File: src/rtl/chs_pkg.sv
package chs_pkg;

    localparam int BUCKETS          = 16;
    localparam int SLOTS_PER_BUCKET = 8;
    localparam int TOTAL_SLOTS      = BUCKETS * SLOTS_PER_BUCKET;

    localparam int KEY_W    = 31;
    localparam int CFG_W    = 5;
    localparam int BUCKET_W = $clog2(BUCKETS);
    localparam int SLOT_W   = $clog2(SLOTS_PER_BUCKET);
    localparam int ADDR_W   = $clog2(TOTAL_SLOTS);
    localparam int IDX_W    = $clog2(SLOTS_PER_BUCKET + 1);
    localparam int CNT_W    = 4;
    localparam int MODCNT_W = $clog2(KEY_W);

    localparam logic [CFG_W-1:0] BUCKET_COUNT_RESET = CFG_W'(7);

    localparam logic [1:0] REQ_INSERT = 2'd0;
    localparam logic [1:0] REQ_SEARCH = 2'd1;
    localparam logic [1:0] REQ_REMOVE = 2'd2;

    typedef struct packed {
        logic [1:0]       req_type;
        logic [KEY_W-1:0] key;
    } req_t;

    typedef struct packed {
        logic             found;
        logic [CNT_W-1:0] removed_count;
        logic             status;
    } rsp_t;

    typedef struct packed {
        logic              rd_en;
        logic [ADDR_W-1:0] rd_addr;
        logic              wr_en;
        logic              clr_en;
        logic [ADDR_W-1:0] wr_addr;
    } slot_cmd_t;

    typedef enum logic [1:0] {
        ST_IDLE,
        ST_HASH,
        ST_SCAN
    } state_t;

endpackage

File: src/rtl/chs_store.sv
module chs_store (
    input  logic                       clk,
    input  logic                       rst_n,
    input  chs_pkg::slot_cmd_t         cmd,
    input  logic [chs_pkg::KEY_W-1:0]  wr_key,
    output logic [chs_pkg::KEY_W-1:0]  rd_key,
    output logic                       rd_valid
);
    import chs_pkg::*;

    logic [KEY_W-1:0]       slot_key [TOTAL_SLOTS];
    logic [TOTAL_SLOTS-1:0] valid_reg;
    logic [KEY_W-1:0]       rd_key_reg;
    logic                   rd_valid_reg;

    always_ff @(posedge clk)
    begin
        if (cmd.wr_en)
            slot_key[cmd.wr_addr] <= wr_key;
        if (cmd.rd_en)
            rd_key_reg <= slot_key[cmd.rd_addr];
    end

    always_ff @(posedge clk or negedge rst_n)
    begin
        if (!rst_n)
        begin
            valid_reg    <= '0;
            rd_valid_reg <= 1'b0;
        end
        else
        begin
            if (cmd.wr_en)
                valid_reg[cmd.wr_addr] <= 1'b1;
            else if (cmd.clr_en)
                valid_reg[cmd.wr_addr] <= 1'b0;
            if (cmd.rd_en)
                rd_valid_reg <= valid_reg[cmd.rd_addr];
        end
    end

    assign rd_key   = rd_key_reg;
    assign rd_valid = rd_valid_reg;

endmodule

File: config.mk
export PLATFORM = sky130hd
export DESIGN_NAME = chs_store
export DESIGN_NICKNAME = d
export VERILOG_FILES = /design/src/rtl/chs_pkg.sv /design/src/rtl/chs_store.sv
export SDC_FILE = /design/constraint.sdc
export NUM_CORES = 2
export LEC_CHECK = 0
export ABC_AREA = 0
export BUFFER_PORTS_ARGS = -buffer_cell sky130_fd_sc_hd__buf_2
export CORE_MARGIN = 2
export CORE_UTILIZATION = 49
export DETAILED_ROUTE_END_ITERATION = 8
export PLACE_DENSITY_LB_ADDON = 0.25
export SETUP_SLACK_MARGIN = 0.5
export SLEW_MARGIN = 5
export SYNTH_ARGS = -nofsm -noshare
export SYNTH_HDL_FRONTEND = slang
export SYNTH_SLANG_ARGS = --single-unit
File: constraint.sdc
create_clock -name clk -period 2.54 [get_ports clk]
set_input_delay 0.508 -clock clk [delete_from_list [all_inputs] [get_ports clk]]
set_output_delay 0.508 -clock clk [all_outputs]
set_load 0.05 [all_outputs]
==> flow_summary.toml <==
[setup_path]
worst-r2r-cell-count = 5
crit_path_start_kind = "register"
path_buf_inv = 1
crit_family = "flip-flops"
crit_end = "rd_key[10]"
crit_cells = 1
crit_start = "rd_key[10]"
critPathArrivalTime_ns = 1.99
r2r-end = "rd_key[21]"
critical_path.cell_chain = "buf_6"
cp_max_fo = 1
required_ns = 2.03
path_class = "register to output pin"
regToRegStartpoint = "slot_key[8][21]"
slowest_delay_ns = 0.78
reg2reg_slack_ns = 0.26
cp_slowest_cell = "edfxtp_1"
crit_path_end_kind = "output pin"

[logic_synthesis]
netlist_instances = 6440
ys.flop_type = "edfxtp_1"
syn_nets = 6490
async_flop_share_pct = 3.125
synth-edff-count = 3999
synth_most_common_cell = "edfxtp_1"
synth-seq-cells = 4128
syn_area_mm2 = 0.1570
yosysWarnings = 0
yosys-top-cells-count = "edfxtp_1 (3999), mux4_2 (1266), o21ai_0 (258)"
synthTopCellsByArea = "edfxtp_1 (77%), mux4_2 (18%), dfrtp_1 (2.1%)"
synth_top_area_share_pct = 76.51
synth.distinct_cells = 38
ys_seq_area_share_pct = 78.56
synth_area_per_cell_um2 = 24.37
synth.largest_area_cell = "edfxtp_1"

[sta]
fin_ws_ns = 0.04130
worstMarginPinSlew_ns = 0.8926
post-route-min-period_ns = 2.499
fmax_ghz = 0.4002
fin_tns_setup_ns = 0
skew_ns = 0.03885
rsz0062_at_grt = "yes"
holdWs_ns = 0.09676
final-hold-violation-count = 0
post-route-period-util_pct = 98.37
slew_viol_final = 0
slew-limit-headroom_pct = 40.49
setup_viol = 0

[global_route]
antenna_found_initial = 15
grt.overflow.total = 0
grt_pass1_vias = 76540
grt_max_degree = 130
grt_pass1_wl_mm = 582.2
grt_usage_pct = 25.59

[die]
die_w_um = 570.0
start_util_pct = 49.31
io_pins = 82
die_area_mm2 = 0.3249
die_y_um = 570.0
design.core.area_mm2 = 0.3183
rows = 207

[clock_tree]
clock_latency_ns = 0.95
path_clk_slew_ns = 0.06
numCtsBuffers = 406
cts_max_path_buffers = 4
h-tree-depth = 5
clock-sinks = 4128
cts-root-buf = "clkbuf_16"
cts_tree = "built"

[final_layout]
fillers = 21800
multi_input_area_mm2 = 0.03416
fin_nets = 7320
fin_area_mm2 = 0.1869
area.sequential_mm2 = 0.1233
drive_gt1_share_pct = 38.41
syn_to_final_growth_pct = 19.05
largest_reg_flops = 3968
fin_cells = 11780

[power]
power_density_mw_per_mm2 = 775.1
p_clk_share_pct = 41.9
switching_share_pct = 21.16
switching_power_w = 0.03065
ir_worst_vdd_mv = 0.5883
leakagePower_nw = 58.76
p_comb_share_pct = 5.9
seq_power_share_pct = 52.2
p_int_w = 0.1142

[placed_design]
dp_slack_ns = -1.341
dp_hpwl_mm = 233.1
place_area_mm2 = 0.1708
place_inst = 10980
place_congestion = 0.8052
numPortBuffers = 81

[routing]
routed_wl_mm = 416.1
first_pass_iters = 5
drtAntennaViolNets = 0
first_iter_violations = 10490
via_per_inst = 6.435
route.detailed.drc = 0
vias = 75830
wl_per_cell_um = 35.31

[status]
status = "finished, final reports clean"

[hold_path]
holdCritPathClass = "primary input to register"
worstHoldPathCells = 2

[flow_run]
drv_cap = 0
-- metrics by stage --
| stage | total power [W] | utilization, % |
|---|---|---|
| 2_1_floorplan | 0.08102 | - |
| 3_3_place_gp | 0.08478 | 53.65 |
| 3_5_place_dp | 0.08499 | 53.65 |
| 4_1_cts | 0.1454 | 58.44 |
| 5_1_grt | 0.1486 | 58.70 |
| 6_report | 0.1448 | 58.70 |
-- worst min-delay path by stage --
stage	from	endpoint	slack (ns)
after global placement	register	register	0.48
after CTS	wr_key[10]	slot_key[75][10]	0.04
after global routing	wr_key[10]	slot_key[124][10]	0.07
after floorplan	rst_n	asynchronous set/reset pin	0.21
after detailed placement	register	register	0.49
final	wr_key[1]	slot_key[12][1]	0.1
-- per-layer routing --
metal  GRT usage (%)  routed length (µm)  vias to the layer above
li1                -                   -                    29710
met1           36.13              163600                    41640
met2           41.33              203700                     3908
met3           5.117               37780                      566
met4           6.505               10870                        8
met5               0                  49                        -
-- timing repair --
action,in CTS,in global routing
setup buffers,27,15
pin swaps,35,25
resized for setup,280,73
hold buffers,8,0
cloned,2,12
endpoints found under the hold margin,210,0
endpoints found under the setup margin,64,64
-- power by group through the flow --
stage          sequential, W  combinational (W)  clock, W
4_1_cts               0.0756            0.00843    0.0614
6_report              0.0756            0.00859    0.0606
3_5_place_dp          0.0770            0.00795         0
2_1_floorplan         0.0770            0.00398         0
3_3_place_gp          0.0770            0.00779         0
5_1_grt               0.0756            0.00901    0.0640
-- cell type report --
type,instances,share of cell area [%]
Tap cell,4180,2.799
Clock buffer,488,5.698
Sequential cell,4128,65.99
Clock inverter,247,1.466
Antenna cell,7,0.009374
Timing Repair Buffer,806,5.749
Multi-Input combinational cell,1926,18.28
Inverter,2,0.004018
-- cell usage in the layout, fill, tap and decap left out, types with 12 or more instances in the layout --
| cell type | synthesis | final |
|---|---|---|
| nor2_4 | 0 | 128 |
| nor4_4 | 0 | 12 |
| buf_4 | 5 | 355 |
| buf_8 | 0 | 16 |
| nor4_2 | 0 | 16 |
| mux4_2 | 1266 | 1266 |
| dfrtp_1 | 129 | 128 |
| nand2_1 | 23 | 19 |
| o22ai_1 | 125 | 43 |
| edfxtp_1 | 3999 | 3999 |
| bufinv_16 | 0 | 52 |
| buf_6 | 2 | 88 |
| buf_16 | 0 | 16 |
| buf_12 | 0 | 299 |
| clkbuf_16 | 0 | 424 |
| clkinv_1 | 0 | 70 |
| clkinv_2 | 0 | 79 |
| o22ai_4 | 0 | 34 |
| nor2b_1 | 18 | 17 |
| o22ai_2 | 0 | 48 |
| o21ai_0 | 258 | 256 |
| nand3_1 | 20 | 14 |
| buf_2 | 129 | 13 |
| clkbuf_1 | 185 | 72 |
| clkinvlp_4 | 0 | 20 |
-- cell families after synthesis --
| family | count (synthesis) | share of synthesized area [%] |
|---|---|---|
| DFF | 4128 | 78.56 |
| buffers and inverters | 386 | 1.047 |
| AOI/OAI and AO/OA | 402 | 1.417 |
| muxes | 1280 | 18.26 |
| and+or+nand+nor | 244 | 0.7158 |
(Power assumes the default switching activity.)
