**config.mk**
```make
export PLATFORM = sky130hd
export DESIGN_NAME = chs_mod
export DESIGN_NICKNAME = d
export VERILOG_FILES = /design/src/rtl/chs_pkg.sv /design/src/rtl/chs_mod.sv
export SDC_FILE = /design/constraint.sdc
export NUM_CORES = 1
export LEC_CHECK = 0
export BUFFER_PORTS_ARGS = -buffer_cell sky130_fd_sc_hd__buf_2
export CAP_MARGIN = 0
export CORE_ASPECT_RATIO = 0.9
export CORE_UTILIZATION = 40
export DETAILED_ROUTE_END_ITERATION = 12
export SYNTH_ARGS = -nofsm -noshare
export SYNTH_HDL_FRONTEND = slang
export SYNTH_SLANG_ARGS = --single-unit
```
**constraint.sdc**
```tcl
create_clock -name clk -period 2.4 [get_ports clk]
set_input_delay 0.24 -clock clk [delete_from_list [all_inputs] [get_ports clk]]
set_output_delay 0.24 -clock clk [all_outputs]
set_load 0.02 [all_outputs]
```
**src/rtl/chs_pkg.sv**
```systemverilog
package chs_pkg;

    localparam int BUCKETS          = 16;
    localparam int SLOTS_PER_BUCKET = 8;
    localparam int TOTAL_SLOTS      = BUCKETS * SLOTS_PER_BUCKET;

    localparam int KEY_W    = 31;
    localparam int CFG_W    = 5;
    localparam int BUCKET_W = $clog2(BUCKETS);
    localparam int SLOT_W   = $clog2(SLOTS_PER_BUCKET);
    localparam int ADDR_W   = $clog2(TOTAL_SLOTS);
    localparam int IDX_W    = $clog2(SLOTS_PER_BUCKET + 1);
    localparam int CNT_W    = 4;
    localparam int MODCNT_W = $clog2(KEY_W);

    localparam logic [CFG_W-1:0] BUCKET_COUNT_RESET = CFG_W'(7);

    localparam logic [1:0] REQ_INSERT = 2'd0;
    localparam logic [1:0] REQ_SEARCH = 2'd1;
    localparam logic [1:0] REQ_REMOVE = 2'd2;

    typedef struct packed {
        logic [1:0]       req_type;
        logic [KEY_W-1:0] key;
    } req_t;

    typedef struct packed {
        logic             found;
        logic [CNT_W-1:0] removed_count;
        logic             status;
    } rsp_t;

    typedef struct packed {
        logic              rd_en;
        logic [ADDR_W-1:0] rd_addr;
        logic              wr_en;
        logic              clr_en;
        logic [ADDR_W-1:0] wr_addr;
    } slot_cmd_t;

    typedef enum logic [1:0] {
        ST_IDLE,
        ST_HASH,
        ST_SCAN
    } state_t;

endpackage

```
**src/rtl/chs_mod.sv**
```systemverilog
module chs_mod (
    input  logic                          clk,
    input  logic                          rst_n,
    input  logic                          start,
    input  logic [chs_pkg::KEY_W-1:0]     key,
    input  logic [chs_pkg::CFG_W-1:0]     divisor,
    output logic                          done,
    output logic [chs_pkg::BUCKET_W-1:0]  remainder
);
    import chs_pkg::*;

    logic                  run_reg, run_next;
    logic                  done_reg, done_next;
    logic [MODCNT_W-1:0]   cnt_reg, cnt_next;
    logic [KEY_W-1:0]      key_reg, key_next;
    logic [CFG_W-1:0]      div_reg, div_next;
    logic [BUCKET_W-1:0]   rem_reg, rem_next;
    logic [CFG_W-1:0]      shifted;
    logic [CFG_W-1:0]      diff;

    assign shifted = {rem_reg, key_reg[KEY_W-1]};
    assign diff    = shifted - div_reg;

    always_comb
    begin
        run_next  = run_reg;
        done_next = 1'b0;
        cnt_next  = cnt_reg;
        key_next  = key_reg;
        div_next  = div_reg;
        rem_next  = rem_reg;
        if (start)
        begin
            run_next = 1'b1;
            cnt_next = MODCNT_W'(KEY_W - 1);
            key_next = key;
            div_next = divisor;
            rem_next = '0;
        end
        else if (run_reg)
        begin
            key_next = {key_reg[KEY_W-2:0], 1'b0};
            if (shifted >= div_reg)
                rem_next = diff[BUCKET_W-1:0];
            else
                rem_next = shifted[BUCKET_W-1:0];
            cnt_next = cnt_reg - 1'b1;
            if (cnt_reg == '0)
            begin
                run_next  = 1'b0;
                done_next = 1'b1;
            end
        end
    end

    always_ff @(posedge clk or negedge rst_n)
    begin
        if (!rst_n)
        begin
            run_reg  <= 1'b0;
            done_reg <= 1'b0;
            cnt_reg  <= '0;
        end
        else
        begin
            run_reg  <= run_next;
            done_reg <= done_next;
            cnt_reg  <= cnt_next;
        end
    end

    always_ff @(posedge clk)
    begin
        key_reg <= key_next;
        div_reg <= div_next;
        rem_reg <= rem_next;
    end

    assign done      = done_reg;
    assign remainder = rem_reg;

endmodule

```
==> results list <==
- The cell count after synthesis came out at 150.
* Synth warnings: 0
- Power spread over the standard cell area amounts to ~770 nW/um2.
* Post-route DRC violation count: 0
* Total CTS buffers: 5
- Counting every sink on the clock net gives between 40 and 50.
* Number of placed instances, taps included: 255
- Row cnt: 24
- Summed area of non-filler cells in the final layout: about 2600 um2
- Final period util: roughly 77%
- The min-delay analysis places its worst path in the category in -> reg.
- In the post-synthesis netlist, the cell with the most instances is sky130_fd_sc_hd__edfxtp_1.
* Routed len/inst: 14.3 um
- A synthesized cell averages around 14 um2.
* Weighted congestion reported at the end of routability-driven placement: between 0.9 and 1
- Clock Skews: 3.98 ps
- Non-Filler Instances: 264
- The clock passes through at most 2 buffers.
- The worst setup path is launched from a flip-flop.
* Initial antenna violation count: 0
- The count of pins over their slew limit came to 0.
* Relative max-transition margin: about 69%
- In this run the static leakage power is about 1.1 nW.
- Worst-skew pair later-pin latency: 300 ps
* Final antenna-violating net count: 0
- Once the clock tree was built, the resizer swapped 0 gates to a different size.
- Setup violations remaining at the end of the flow were counted as 0.
- Setup repair after global routing left no endpoint under its margin.
- Number of buffers inserted by port buffering: 43
* Vias/cell: 5.06
- From left edge to right edge, the die measures between 70 and 80 um.
- Counting flops with a built-in enable in the synthesized netlist gives 36.
- At the end of the flow, the number of nets in the layout was between 200 and 250.
- The top cell type by area accounts for roughly half of the synthesized area.
* Iteration-0 DRC count of the detailed router: 74
- Layout Area Growth over Synthesis: 20.1%
* Count of final hold-check violations: 0
- Clock transition at path regs: about 90 ps
* Top FF cell, synth: sky130_fd_sc_hd__edfxtp_1
- The register with the most flip-flops in the layout has 31 of them.
* Share of power burned in combinational logic: between 10% and 20%
- The core region is between 5000 and 6000 um2.
* Accumulated negative setup slack: 0 ps
* First-pass GRT wire length: 6.53 mm
* Worst-case vdd ir drop: a little under 0.0004 V
- The die covers around 5700 um2.
- Y dimension of the die: about 72 um
- Static timing analysis puts the maximum clock frequency at between 500 and 600 MHz.
* Number of distinct library cells after synthesis: 34
* Highest fanout seen on the critical path: 4
- GRT overflow: 0
* Aggregate global-route resource usage: around 15%
- The via count of the first global-routing pass is 1,352.
- In the post-synthesis netlist, the biggest area contributors are sky130_fd_sc_hd__edfxtp_1 50%, sky130_fd_sc_hd__mux2_2 16%, sky130_fd_sc_hd__dfrtp_1 8.1%.
- Proportion of layout cells with a drive suffix above 1: 43.7%
* Number of register bits inferred by synthesis: 47
* Largest net degree at the start of global routing: 25
* Reg power frac: about 50%
* Leading post-synthesis cells by instance count: 36 x sky130_fd_sc_hd__edfxtp_1, 30 x sky130_fd_sc_hd__mux2_2, 8 x sky130_fd_sc_hd__inv_1, 8 x sky130_fd_sc_hd__nand2_1, 7 x sky130_fd_sc_hd__dfrtp_1
* Detailed Route WL: 3.78 mm
- TritonCTS built the clock tree.
- The number of nets handed over by synthesis was about 200.
* Number of antenna diodes: 0
* Detailed-routing iteration count for the pre-antenna-repair pass: 5
- Final hold slack: about 120 ps
- Net switching is approximately a quarter of the power.
* Sequential share of the synthesized area: 62.1%
- The internal power of the cells totals roughly 0.0015 W.
- The run finished with clean final reports.
* Htree depth: 2
- Crit path capture type: flip-flop
- Across all layers, the routed design uses around 1,300 vias.
- Endpoint arrival time on the critical path: about 2000 ps
- Minimum clock period: roughly 1900 ps
- # IOs: between 40 and 50
- Mapped Area: around 2200 um2
- The clock network accounts for 30.3% of the total power.
- Worst-case register-to-register setup slack: 540 ps
- Initial Util: 42.9%
- Summed over all nets, the switching power comes to 0.000488 W.
* Post-DP HPWL: between 2 and 3 mm
- Max-cap violations in this run came to 0.
- Path type of the worst setup path: reg -> reg
- Post-DP Area: 2460 um2
* Cell type with the largest total area after synthesis: sky130_fd_sc_hd__edfxtp_1
* Clock root cell: sky130_fd_sc_hd__clkbuf_8
* Worst Tran Pin Value: 463 ps
- STA puts the critical path data required time at 2600 ps.
* Fraction of registers with async set/reset: between 10% and 20%
==> critical path: stages, from the launching register on <==
cell and delay [ps]:
sky130_fd_sc_hd__edfxtp_1 410, sky130_fd_sc_hd__inv_1 80, sky130_fd_sc_hd__ha_1 240, sky130_fd_sc_hd__nand2b_1 170, sky130_fd_sc_hd__a41oi_1 420, sky130_fd_sc_hd__nand3_1 150, sky130_fd_sc_hd__a311oi_1 300
==> final cells by class <==
cell class / count / area (um2)
clock buffer: 6 / 82.6
sequential: 47 / 1340
clock inverter: 2 / 35.0
tap: 65 / 81.3
inverter: 8 / 30.0
timing repair buffer: 47 / 260
fill: 447 / 2430
multi-input combinational: 89 / 759
==> stage by stage <==
step	utilization [%]	power [W]	setup WS, ps
after floorplan	-	0.00128	542
after global placement	49.0	0.00137	635
after detailed placement	49.0	0.00139	594
after CTS	51.5	0.00200	529
after global routing	51.5	0.00209	368
final	51.5	0.00198	542
==> power groups by stage <==
stage	combinational [W]	sequential (W)	clock, W
global route	0.000405	0.00103	0.000654
floorplan	0.000234	0.00105	0
global placement	0.000345	0.00103	0
finish	0.000362	0.00102	0.000599
detailed placement	0.000358	0.00103	0
CTS	0.000364	0.00102	0.000615
==> path summary, 6_finish.rpt <==
kind / from / to / depth (start not counted)
setup / recovery: key_reg[30] / remainder[0] / 6
setup reg to reg: key_reg[30] / remainder[0] / 6
hold reg to reg: remainder[1] / remainder[1] / 2
max in group asynchronous: rst_n / cnt_reg[1] / 2
hold / removal: divisor[3] / div_reg[3] / 1
min in group asynchronous: rst_n / cnt_reg[3] / 2
==> metal layers <==
metal	track usage [%]	vias to the layer above	share of wire [%]
met5	0	-	0
met4	4.85	0	1.2
met3	5.48	6	5.4
met2	24.3	34	49
met1	19.9	648	45
li1	-	648	-
==> cells in the final DEF, fill, tap and decap left out, types with 2 or more instances in the layout <==
cell                        n
sky130_fd_sc_hd__a21o_1     2
sky130_fd_sc_hd__clkbuf_8   6
sky130_fd_sc_hd__ha_1       6
sky130_fd_sc_hd__xnor2_1    5
sky130_fd_sc_hd__edfxtp_1  36
sky130_fd_sc_hd__inv_1      8
sky130_fd_sc_hd__nor2_1     5
sky130_fd_sc_hd__mux2_2    30
sky130_fd_sc_hd__nand3_1    2
sky130_fd_sc_hd__dfxtp_1    4
sky130_fd_sc_hd__a311oi_1   2
sky130_fd_sc_hd__dfrtp_1    7
sky130_fd_sc_hd__nand2_1    8
sky130_fd_sc_hd__nand2b_1   6
sky130_fd_sc_hd__nor3b_1    2
sky130_fd_sc_hd__o21ai_0    4
sky130_fd_sc_hd__nor3_1     2
sky130_fd_sc_hd__buf_2     43
sky130_fd_sc_hd__buf_4      2
==> logic make-up (layout without fill, tap and decap cells) <==
group	Yosys count	after routing	synth area share, %
AO/OA/AOI/OAI	15	15	4.94
XOR/XNOR	6	6	2.44
adder cells (fa/ha/maj)	7	7	4.42
buffers and inverters	14	63	2.62
flip-flops	47	47	62.1
multiplexers	30	30	15.7
AND/OR/NAND/NOR	31	31	7.79
==> repair_timing <==
item | in CTS | in global routing
hold buffers | 1 | 0
hold endpoints to repair | 7 | 0
buffers inserted | 0 | 0
No activity file was read; power rests on OpenSTA's default activity.
